--- src/sv/ngs_pkg.sv ---
// ----------------------------------------------------------------------------
// ngs_pkg
// Shared types and constants of the noise gate gain sequencer.
// ----------------------------------------------------------------------------
package ngs_pkg;

  localparam int unsigned SampleW = 24;
  localparam int unsigned EnvW    = 23;
  localparam int unsigned GainW   = 24;
  localparam int unsigned HoldW   = 25;
  localparam int unsigned HoldLenW = 24;
  localparam int unsigned ModeW   = 3;
  localparam int unsigned CfgIdxW = 3;
  localparam int unsigned CfgDataW = 24;

  localparam logic [GainW-1:0] UnityGain = 24'd8388608;
  localparam logic [HoldW-1:0] HoldMax   = 25'd33554431;

  typedef enum logic [ModeW-1:0] {
    MODE_INIT    = 3'd0,
    MODE_CLOSED  = 3'd1,
    MODE_ATTACK  = 3'd2,
    MODE_OPEN    = 3'd3,
    MODE_RELEASE = 3'd4
  } mode_e;

  typedef enum logic [CfgIdxW-1:0] {
    REG_OPEN_THR  = 3'd0,
    REG_CLOSE_THR = 3'd1,
    REG_ATTACK    = 3'd2,
    REG_RELEASE   = 3'd3,
    REG_HOLD_LEN  = 3'd4
  } reg_idx_e;

  typedef struct packed {
    logic [EnvW-1:0]     open_thr;
    logic [EnvW-1:0]     close_thr;
    logic [GainW-1:0]    attack_step;
    logic [GainW-1:0]    release_step;
    logic [HoldLenW-1:0] hold_len;
  } cfg_t;

  typedef struct packed {
    mode_e            mode;
    logic [GainW-1:0] gain;
  } step_t;

endpackage

--- src/sv/ngs_fsm.sv ---
// ----------------------------------------------------------------------------
// ngs_fsm
// Gate mode sequencer: holds mode, gain level and hold counter and advances
// them by one step for each sample.
// ----------------------------------------------------------------------------
module ngs_fsm (
  input  logic                        clk_i,
  input  logic                        rst_ni,
  input  logic                        step_i,
  input  logic [ngs_pkg::EnvW-1:0]    envelope_i,
  input  ngs_pkg::cfg_t               cfg_i,
  output ngs_pkg::step_t              next_o
);

  ngs_pkg::mode_e              mode_q, mode_d;
  logic [ngs_pkg::GainW-1:0]   gain_q, gain_d;
  logic [ngs_pkg::HoldW-1:0]   hold_q, hold_d;

  logic                        above_open;
  logic                        above_close;
  logic [ngs_pkg::GainW:0]     attack_sum;
  logic                        attack_over;
  logic                        release_under;
  logic [ngs_pkg::HoldW-1:0]   hold_inc;
  logic                        hold_done;

  assign above_open    = envelope_i > cfg_i.open_thr;
  assign above_close   = envelope_i > cfg_i.close_thr;
  assign attack_sum    = {1'b0, gain_q} + {1'b0, cfg_i.attack_step};
  assign attack_over   = attack_sum > {1'b0, ngs_pkg::UnityGain};
  assign release_under = cfg_i.release_step > gain_q;
  assign hold_inc      = (hold_q < ngs_pkg::HoldMax) ? hold_q + 1'b1 : hold_q;
  assign hold_done     = hold_inc > {1'b0, cfg_i.hold_len};

  always_comb begin
    mode_d = mode_q;
    case (mode_q)
      ngs_pkg::MODE_INIT: begin
        mode_d = ngs_pkg::MODE_CLOSED;
      end
      ngs_pkg::MODE_CLOSED: begin
        if (above_open) mode_d = ngs_pkg::MODE_ATTACK;
      end
      ngs_pkg::MODE_ATTACK: begin
        if (!above_open) begin
          mode_d = ngs_pkg::MODE_RELEASE;
        end else if (attack_over) begin
          mode_d = ngs_pkg::MODE_OPEN;
        end
      end
      ngs_pkg::MODE_OPEN: begin
        if (!above_close && hold_done) mode_d = ngs_pkg::MODE_RELEASE;
      end
      ngs_pkg::MODE_RELEASE: begin
        if (above_close) begin
          mode_d = ngs_pkg::MODE_ATTACK;
        end else if (release_under) begin
          mode_d = ngs_pkg::MODE_CLOSED;
        end
      end
      default: begin
        mode_d = ngs_pkg::MODE_INIT;
      end
    endcase
  end

  always_comb begin
    gain_d = gain_q;
    hold_d = hold_q;
    case (mode_q)
      ngs_pkg::MODE_INIT: begin
        gain_d = '0;
      end
      ngs_pkg::MODE_ATTACK: begin
        if (above_open) begin
          if (attack_over) begin
            gain_d = ngs_pkg::UnityGain;
            hold_d = '0;
          end else begin
            gain_d = attack_sum[ngs_pkg::GainW-1:0];
          end
        end
      end
      ngs_pkg::MODE_OPEN: begin
        hold_d = above_close ? '0 : hold_inc;
      end
      ngs_pkg::MODE_RELEASE: begin
        if (!above_close) begin
          gain_d = release_under ? '0 : gain_q - cfg_i.release_step;
        end
      end
      default: begin
        gain_d = gain_q;
      end
    endcase
  end

  always_ff @(posedge clk_i or negedge rst_ni) begin
    if (!rst_ni) begin
      mode_q <= ngs_pkg::MODE_INIT;
      gain_q <= '0;
      hold_q <= '0;
    end else if (step_i) begin
      mode_q <= mode_d;
      gain_q <= gain_d;
      hold_q <= hold_d;
    end
  end

  assign next_o.mode = mode_d;
  assign next_o.gain = gain_d;

  a_gain_bounded : assert property (@(posedge clk_i) disable iff (!rst_ni)
    gain_q <= ngs_pkg::UnityGain)
    else $error("gain level above unity");

  a_open_unity : assert property (@(posedge clk_i) disable iff (!rst_ni)
    mode_q == ngs_pkg::MODE_OPEN |-> gain_q == ngs_pkg::UnityGain)
    else $error("open mode without unity gain");

  a_closed_zero : assert property (@(posedge clk_i) disable iff (!rst_ni)
    mode_q == ngs_pkg::MODE_CLOSED |-> gain_q == '0)
    else $error("closed mode with nonzero gain");

endmodule

--- src/sv/ngs_scale.sv ---
// ----------------------------------------------------------------------------
// ngs_scale
// Sample scaler: signed sample times Q1.23 gain, floor shift by 23, saturate.
// ----------------------------------------------------------------------------
module ngs_scale (
  input  logic signed [ngs_pkg::SampleW-1:0] sample_i,
  input  logic        [ngs_pkg::GainW-1:0]   gain_i,
  output logic signed [ngs_pkg::SampleW-1:0] scaled_o
);

  localparam int unsigned ProdW = ngs_pkg::SampleW + ngs_pkg::GainW + 1;
  localparam int unsigned ShrW  = ProdW - 23;

  logic signed [ProdW-1:0] prod;
  logic signed [ShrW-1:0]  shr;

  assign prod = $signed(sample_i) * $signed({1'b0, gain_i});
  assign shr  = prod[ProdW-1:23];

  always_comb begin
    if (shr > $signed(ShrW'(24'sh7FFFFF))) begin
      scaled_o = 24'sh7FFFFF;
    end else if (shr < -$signed(ShrW'(25'sh0800000))) begin
      scaled_o = 24'sh800000;
    end else begin
      scaled_o = shr[ngs_pkg::SampleW-1:0];
    end
  end

endmodule

--- src/sv/noise_gate_gain_sequencer.sv ---
// ----------------------------------------------------------------------------
// noise_gate_gain_sequencer
// Noise gate with attack, hold and release gain ramps over a sample stream.
// ----------------------------------------------------------------------------
//  channel  | direction | handshake               | payload
//  s_axis   | in        | s_axis_tvalid/tready    | tdata: audio_sample, envelope
//  m_axis   | out       | m_axis_tvalid/tready    | tdata: gain_out, gated_sample, gate_mode
//  cfg      | in        | cfg_valid_i/cfg_ready_o | cfg_index_i, cfg_data_i
//
//  One sample per cycle while the output is not stalled; the result passes
//  through the input register, gate step register and scaled output register.
//  The gate step adds, subtracts and compares; the scaler is one 24x25 multiply.
//  Reset puts the gate in init mode with zero gain and default registers.
//  A stalled output holds the whole pipeline and drops s_axis_tready.
// ----------------------------------------------------------------------------
module noise_gate_gain_sequencer (
  input  logic                           clk_i,
  input  logic                           rst_ni,
  input  logic                           s_axis_tvalid,
  output logic                           s_axis_tready,
  input  logic [47:0]                    s_axis_tdata,  // audio_sample, envelope, pad
  output logic                           m_axis_tvalid,
  input  logic                           m_axis_tready,
  output logic [55:0]                    m_axis_tdata,  // gain_out, gated_sample, gate_mode, pad
  input  logic                           cfg_valid_i,
  output logic                           cfg_ready_o,
  input  logic [ngs_pkg::CfgIdxW-1:0]    cfg_index_i,
  input  logic [ngs_pkg::CfgDataW-1:0]   cfg_data_i
);

  ngs_pkg::cfg_t                       cfg_q;
  logic                                adv;

  logic                                in_vld_q;
  logic [ngs_pkg::SampleW-1:0]         in_sample_q;
  logic [ngs_pkg::EnvW-1:0]            in_env_q;

  ngs_pkg::step_t                      next_step;
  logic                                step_vld_q;
  ngs_pkg::step_t                      step_q;
  logic [ngs_pkg::SampleW-1:0]         step_sample_q;

  logic signed [ngs_pkg::SampleW-1:0]  scaled;
  logic                                out_vld_q;
  logic [ngs_pkg::GainW-1:0]           out_gain_q;
  logic [ngs_pkg::SampleW-1:0]         out_sample_q;
  ngs_pkg::mode_e                      out_mode_q;

  assign adv           = !out_vld_q || m_axis_tready;
  assign s_axis_tready = adv;
  assign cfg_ready_o   = 1'b1;

  always_ff @(posedge clk_i or negedge rst_ni) begin
    if (!rst_ni) begin
      cfg_q.open_thr     <= '0;
      cfg_q.close_thr    <= '0;
      cfg_q.attack_step  <= ngs_pkg::UnityGain;
      cfg_q.release_step <= ngs_pkg::UnityGain;
      cfg_q.hold_len     <= '0;
    end else if (cfg_valid_i) begin
      case (cfg_index_i)
        ngs_pkg::REG_OPEN_THR:  cfg_q.open_thr     <= cfg_data_i[ngs_pkg::EnvW-1:0];
        ngs_pkg::REG_CLOSE_THR: cfg_q.close_thr    <= cfg_data_i[ngs_pkg::EnvW-1:0];
        ngs_pkg::REG_ATTACK:    cfg_q.attack_step  <= cfg_data_i;
        ngs_pkg::REG_RELEASE:   cfg_q.release_step <= cfg_data_i;
        ngs_pkg::REG_HOLD_LEN:  cfg_q.hold_len     <= cfg_data_i;
        default:                cfg_q              <= cfg_q;
      endcase
    end
  end

  always_ff @(posedge clk_i or negedge rst_ni) begin
    if (!rst_ni) begin
      in_vld_q   <= 1'b0;
      step_vld_q <= 1'b0;
      out_vld_q  <= 1'b0;
    end else if (adv) begin
      in_vld_q   <= s_axis_tvalid;
      step_vld_q <= in_vld_q;
      out_vld_q  <= step_vld_q;
    end
  end

  always_ff @(posedge clk_i) begin
    if (adv) begin
      in_sample_q   <= s_axis_tdata[23:0];
      in_env_q      <= s_axis_tdata[46:24];
      step_q        <= next_step;
      step_sample_q <= in_sample_q;
      out_gain_q    <= step_q.gain;
      out_sample_q  <= scaled;
      out_mode_q    <= step_q.mode;
    end
  end

  ngs_fsm u_fsm (
    .clk_i      (clk_i),
    .rst_ni     (rst_ni),
    .step_i     (adv && in_vld_q),
    .envelope_i (in_env_q),
    .cfg_i      (cfg_q),
    .next_o     (next_step)
  );

  ngs_scale u_scale (
    .sample_i (step_sample_q),
    .gain_i   (step_q.gain),
    .scaled_o (scaled)
  );

  assign m_axis_tvalid = out_vld_q;
  assign m_axis_tdata  = {5'd0, out_mode_q, out_sample_q, out_gain_q};

  a_step_to_out : assert property (@(posedge clk_i) disable iff (!rst_ni)
    adv && step_vld_q |=> out_vld_q)
    else $error("gate step lost before output register");

  a_stall_freezes : assert property (@(posedge clk_i) disable iff (!rst_ni)
    !adv |=> $stable(step_vld_q) && $stable(in_vld_q))
    else $error("pipeline moved during output stall");

  a_out_open_unity : assert property (@(posedge clk_i) disable iff (!rst_ni)
    out_vld_q && out_mode_q == ngs_pkg::MODE_OPEN |-> out_gain_q == ngs_pkg::UnityGain)
    else $error("open result without unity gain");

endmodule

--- config.mk ---
export PLATFORM = sky130hd
export DESIGN_NAME = noise_gate_gain_sequencer
export DESIGN_NICKNAME = d
export VERILOG_FILES = /design/src/sv/ngs_pkg.sv /design/src/sv/ngs_fsm.sv /design/src/sv/ngs_scale.sv /design/src/sv/noise_gate_gain_sequencer.sv
export SDC_FILE = /design/constraint.sdc
export NUM_CORES = 2
export LEC_CHECK = 0
export BUFFER_PORTS_ARGS = -buffer_cell sky130_fd_sc_hd__buf_2
export CORE_AREA = 3 3 371 281
export CTS_BUF_LIST = sky130_fd_sc_hd__clkbuf_8
export DETAILED_ROUTE_END_ITERATION = 8
export DIE_AREA = 0 0 374 284
export MAX_ROUTING_LAYER = met4
export PLACE_DENSITY = 0.6
export SLEW_MARGIN = 10
export SYNTH_ARGS = -nofsm -noshare
export SYNTH_HDL_FRONTEND = slang
export SYNTH_SLANG_ARGS = --single-unit
--- constraint.sdc ---
create_clock -name clk_i -period 12.3 [get_ports clk_i]
set_input_delay 1.23 -clock clk_i [delete_from_list [all_inputs] [get_ports clk_i]]
set_output_delay 1.23 -clock clk_i [all_outputs]
set_load 0.02 [all_outputs]
* Yosys cells after proc, flatten, opt, wreduce, memory -nomap -nowiden
Index checks and enable logic that the tools add are counted.
** Word-level totals
- Flip-flop bits (word level) :: 322
- Output and inout bits :: 59
- Word-level logic and storage cells :: 73
** Operators by class
- Add/sub/neg operators :: 3
- $mul :: 1
- Order comparisons :: 8
- Equality and inequality tests :: 10
- Muxes and demuxes :: 18
- Reduce and logical (&&, ||, !) cells :: 14
** Operators with widths (count)
- $mux W24 :: 5
- $mux W25 :: 4
- $pmux W24 S3 :: 1
- $pmux W25 S2 :: 1
- $mul A24 B25 Y49 :: 1
- $gt A23 B23 Y1 :: 2
- $gt A26 B24 Y1 const B :: 1
- $lt A26 B24 Y1 const B :: 1
- $add A24 B24 Y25 :: 1
- $add A25 B1 Y25 const B :: 1
- $gt A25 B24 Y1 :: 1
- $gt A25 B24 Y1 const B :: 1
- $lt A25 B25 Y1 const B :: 1
- $gt A24 B24 Y1 :: 1
- $sub A24 B24 Y24 :: 1
- $mux W3 :: 6
- $pmux W3 S5 :: 1
- $eq A3 B2 Y1 const B :: 4
- $reduce_and A2 Y1 :: 5
- $eq A3 B1 Y1 const B :: 2
- $eq A3 B3 Y1 const B :: 2
- $logic_not A3 Y1 :: 2
- $ne A2 B1 Y1 const B :: 2
- $reduce_and A4 Y1 :: 1
- other kinds (4) :: 6

* Longest topological paths before layout
- Depth after elaboration :: 6
- Depth in mapped cells :: 30
- Mapped depth without buffers :: 28

* Hierarchy
From an unflattened synthesis, not the netlist that was laid out.
** Second synthesis, totals
- Cells, all modules :: 3659
- Area, all modules :: 36696.4 um^2
** By module, submodules not included
- ngs_scale :: instances 1, cells each 2208, area an instance 19505.0 um^2, sequential area each 0.0 um^2
- noise_gate_gain_sequencer :: instances 1, cells each 419, area an instance 9296.4 um^2, sequential area each 7504.7 um^2
- ngs_fsm :: instances 1, cells each 1032, area an instance 7895.1 um^2, sequential area each 1301.2 um^2

* Worst setup path after synthesis
No wires, ideal clock.
- Path type :: flip-flop to flip-flop
- From :: register step_q[5] in the netlist's numbering
- To :: register out_sample_q[3] in the netlist's numbering (data pin)
- Setup time :: 254 ps
- Arrival :: 7081 ps
- Required time :: 12046 ps
- Path slack :: 4965 ps
- Stages on the path, launching flop included :: 30
- Clock period less this slack :: 7335 ps
- Cell sequence :: edfxtp_1 > clkbuf_1 > and2_1 > fa_1 > inv_1 > fa_1 > inv_1 > fa_1 > inv_1 > fa_1 > inv_1 > fa_1 > fa_1 > inv_1 > fa_1 > inv_1 > ha_1 > a21oi_1 > nand2_1 > a311oi_1 > a211oi_1 > nor3_1 > nor2_1 > a211o_1 > a31o_2 > a21oi_1 > xor2_1 > nand2_1 > buf_2 > a21o_1
** On the way
- Cells in the longest elaborated chain, start to end :: 3
** Ends and longest elaborated chain
- from (decl) :: RTL line noise_gate_gain_sequencer.sv:40 : ngs_pkg::step_t step_q;
- from (signal assigned) :: RTL line noise_gate_gain_sequencer.sv:88 : step_q <= next_step;
- $mul A24 B25 Y49 (*) :: RTL line ngs_scale.sv:17 : assign prod = $signed(sample_i) * $signed({1'b0, gain_i});
- $lt A26 B24 Y1 :: RTL line ngs_scale.sv:23 : end else if (shr < -$signed(ShrW'(25'sh0800000))) begin
- $mux W24 :: RTL line ngs_scale.sv:23
- to (signal assigned) :: RTL line noise_gate_gain_sequencer.sv:91 : out_sample_q <= scaled;
- to (decl) :: RTL line noise_gate_gain_sequencer.sv:46 : logic [ngs_pkg::SampleW-1:0] out_sample_q;
Every way passes the cells marked *; elsewhere a longest branch is shown, timed or not.
A chain may end at the register's enable or synchronous reset.

* Worst setup path in the final report
- From :: register step_sample_q[6] in the netlist's numbering
- To :: register out_sample_q[10] in the netlist's numbering (data pin)
** On the way
- Cells in the longest elaborated chain, start to end :: 3
** Ends and longest elaborated chain
- from (decl) :: RTL line noise_gate_gain_sequencer.sv:41 : logic [ngs_pkg::SampleW-1:0] step_sample_q;
- from (signal assigned) :: RTL line noise_gate_gain_sequencer.sv:89 : step_sample_q <= in_sample_q;
- $mul A24 B25 Y49 (*) :: RTL line ngs_scale.sv:17
- $lt A26 B24 Y1 :: RTL line ngs_scale.sv:23
- $mux W24 :: RTL line ngs_scale.sv:23
Marked as above.

==> flow_summary.yaml <==
outcome:
  status: "finished, final reports clean"
sta:
  setup_viol: 0
  worstMarginPinSlew_ps: 1290
  maxSlewHeadroom_pct: 14.2
  fin_tns_setup_ps: 0
  min_period_ps: 9080
  max_freq_mhz: 110
  drv_slew: 0
  rsz0062_at_grt: "no"
  worst_slack_ps: 3220
  timing.clock.skew_ps: 31.3
  final-hold-violation-count: 0
  min_period_over_period_pct: 73.8
yosys:
  synth_top_family_by_area: "adder cells"
  synth_top_area_cell: "fa_1"
  synth_simple_gate_area_share_pct: 14.0
  synth_top_area_share_pct: 27.5
  synth_most_common_cell: "inv_1"
  synthDistinctLibCells: 82
  syn_area_um2: 35200
  yosysWarnings: 0
  syn_avg_cell_area_um2: 9.81
  synth-edff-count: 149
  synthCells: 3584
  synth-xor-area-share_pct: 2.22
  synth_common_cells: "668 x inv_1, 483 x fa_1, 463 x nand2_1, 317 x ha_1, 270 x and2_1"
  synth.area.top_cells: "fa_1 27%, edfxtp_1 13%, dfrtp_1 12%"
  synthAdderAreaFrac_pct: 38.8
  synth-compound-area-share_pct: 9.29
  ys_ff_latch: 322
  muxShareOfSynthArea_pct: 1.79
  synth-seq-area-share_pct: 25.0
  synthArstFlopShare_pct: 53.7
  synth-main-ff-cell: "dfrtp_1"
global_routing:
  track_usage_pct: 18.0
  grt_max_degree: 80
  antenna_found_initial: 1
  overflow: 0
  grt_pass1_wl_um: 147000
  grt_pass1_vias: 25600
cts:
  cts_tree: "done"
  path_clk_slew_ps: 60
  postCtsSetupRepairBufs: 0
  clockBufferDepth: 3
  clock-sinks: 322
  insertion_delay_ps: 680
  cts_made_buffers: 58
  cts_resized: 0
  htreeDepth: 2
  hold_buffers: 0
  cts-root-buf: "clkbuf_8"
setup_path:
  slowest_stage: "edfxtp_1"
  cp.arrival_ps: 9500
  critPathMaxStageDelay_ps: 1200
  crit_top_cell: "fa_1"
  rrSetupSlack_ps: 3220
  critPathTopFamily: "adder cells"
  criticalPathCategory: "flop to flop"
  crit_start: "step_sample_q[6]"
  critPathLaunchType: "flop"
  cp.required_ps: 12730
  crit_path_max_fanout: 24
  endpoint_kind: "flop"
  cp_num_buf_inv: 4
  r2r_start: "step_sample_q[6]"
floorplanning:
  core-area_um2: 101000
  die_x_um: 374
  die_h_um: 284
  rows: 101
  die_area_um2: 106000
  start_util_pct: 34.8
  ios: 139
drt:
  via_per_inst: 4.92
  drtPass1Iterations: 5
  drc: 0
  drt-wirelength-per-cell_um: 17.9
  drt_wl_total_um: 90800
  drt_iter0_drc: 1702
  via_count: 24900
  drtAntennaViolNets: 0
cells_and_area:
  final_net_count: 4563
  drive_gt1_share_pct: 9.46
  fill_cells: 10000
  area_growth_pct: 9.60
placement:
  io_buffers: 131
  dp_hpwl_um: 67300
  gp_congestion: 0.877
  place_ws_ps: 3370
run:
  maxCapViolations: 0
min_path:
  worstHoldStart: "in_sample_q[12]"
  min_path_type: "flop to flop"
registers in the layout, summed over array words and instances (netlist names):
name / cells
cfg_q: 118
in_env_q: 23
in_sample_q: 24
in_vld_q: 1
m_axis_tvalid: 1
out_gain_q: 24
out_mode_q: 3
out_sample_q: 24
step_q: 27
step_sample_q: 24
step_vld_q: 1
u_fsm.gain_q: 24
u_fsm.hold_q: 25
u_fsm.mode_q: 3
cells by family after synthesis:
kind of cell	after synthesis
adder cells (fa/ha/maj)	800
AND/OR/NAND/NOR	995
buffers and inverters	824
XOR/XNOR	89
other	2
multiplexers	56
flip-flops	322
AO/OA/AOI/OAI	496
area by class of cell:
class	instances	area (um^2)	share of cell area [%]
multi-input combinational	2442	23300	60.4
antenna	3	7.51	0.0195
clock buffer	61	840	2.18
timing repair buffer	191	1110	2.89
inverter	668	2510	6.50
clock inverter	46	304	0.789
tap	1339	1680	4.35
sequential	322	8810	22.8
layout by cell type (no fill, tap or decap), drive strengths merged, types with 95 or more instances in the layout:
master	instances
buf	191
dfrtp	171
nand2	463
a21o	95
inv	690
edfxtp	149
a21oi	106
and2	271
fa	483
o21ai	133
ha	317
path summary, 6_finish.rpt:
kind | end | cells past startpoint
worst max-delay path | out_sample_q[10] | 25
worst max register to register | out_sample_q[10] | 25
worst min register to register | step_sample_q[12] | 0
max in group asynchronous | cfg_q[6] | 3
min in group asynchronous | m_axis_tvalid | 1
worst min-delay path | step_sample_q[12] | 0
per-stage QoR:
| step | cell area, um^2 | utilization (%) | hold slack (ps) | std cells |
|---|---|---|---|---|
| floorplan | 35200 | - | 400 | 3588 |
| global placement | 37400 | 37.0 | 402 | 4962 |
| detailed placement | 37400 | 37.0 | 405 | 4962 |
| CTS | 38500 | 38.2 | 414 | 5069 |
| global route | 38500 | 38.2 | 421 | 5070 |
| finish | 38600 | 38.2 | 413 | 5072 |
metal layers:
metal	vias to the layer above	GRT usage, %	part of all wire [%]
li1	11600	-	-
met1	12600	27.4	50
met2	652	25.7	42
met3	83	2.43	6.0
met4	0	3.03	1.4
met5	-	-	0
Power is left out: the tool's default activity adds up to more than one toggle a clock period on the data nets, which glitch-free logic cannot reach.
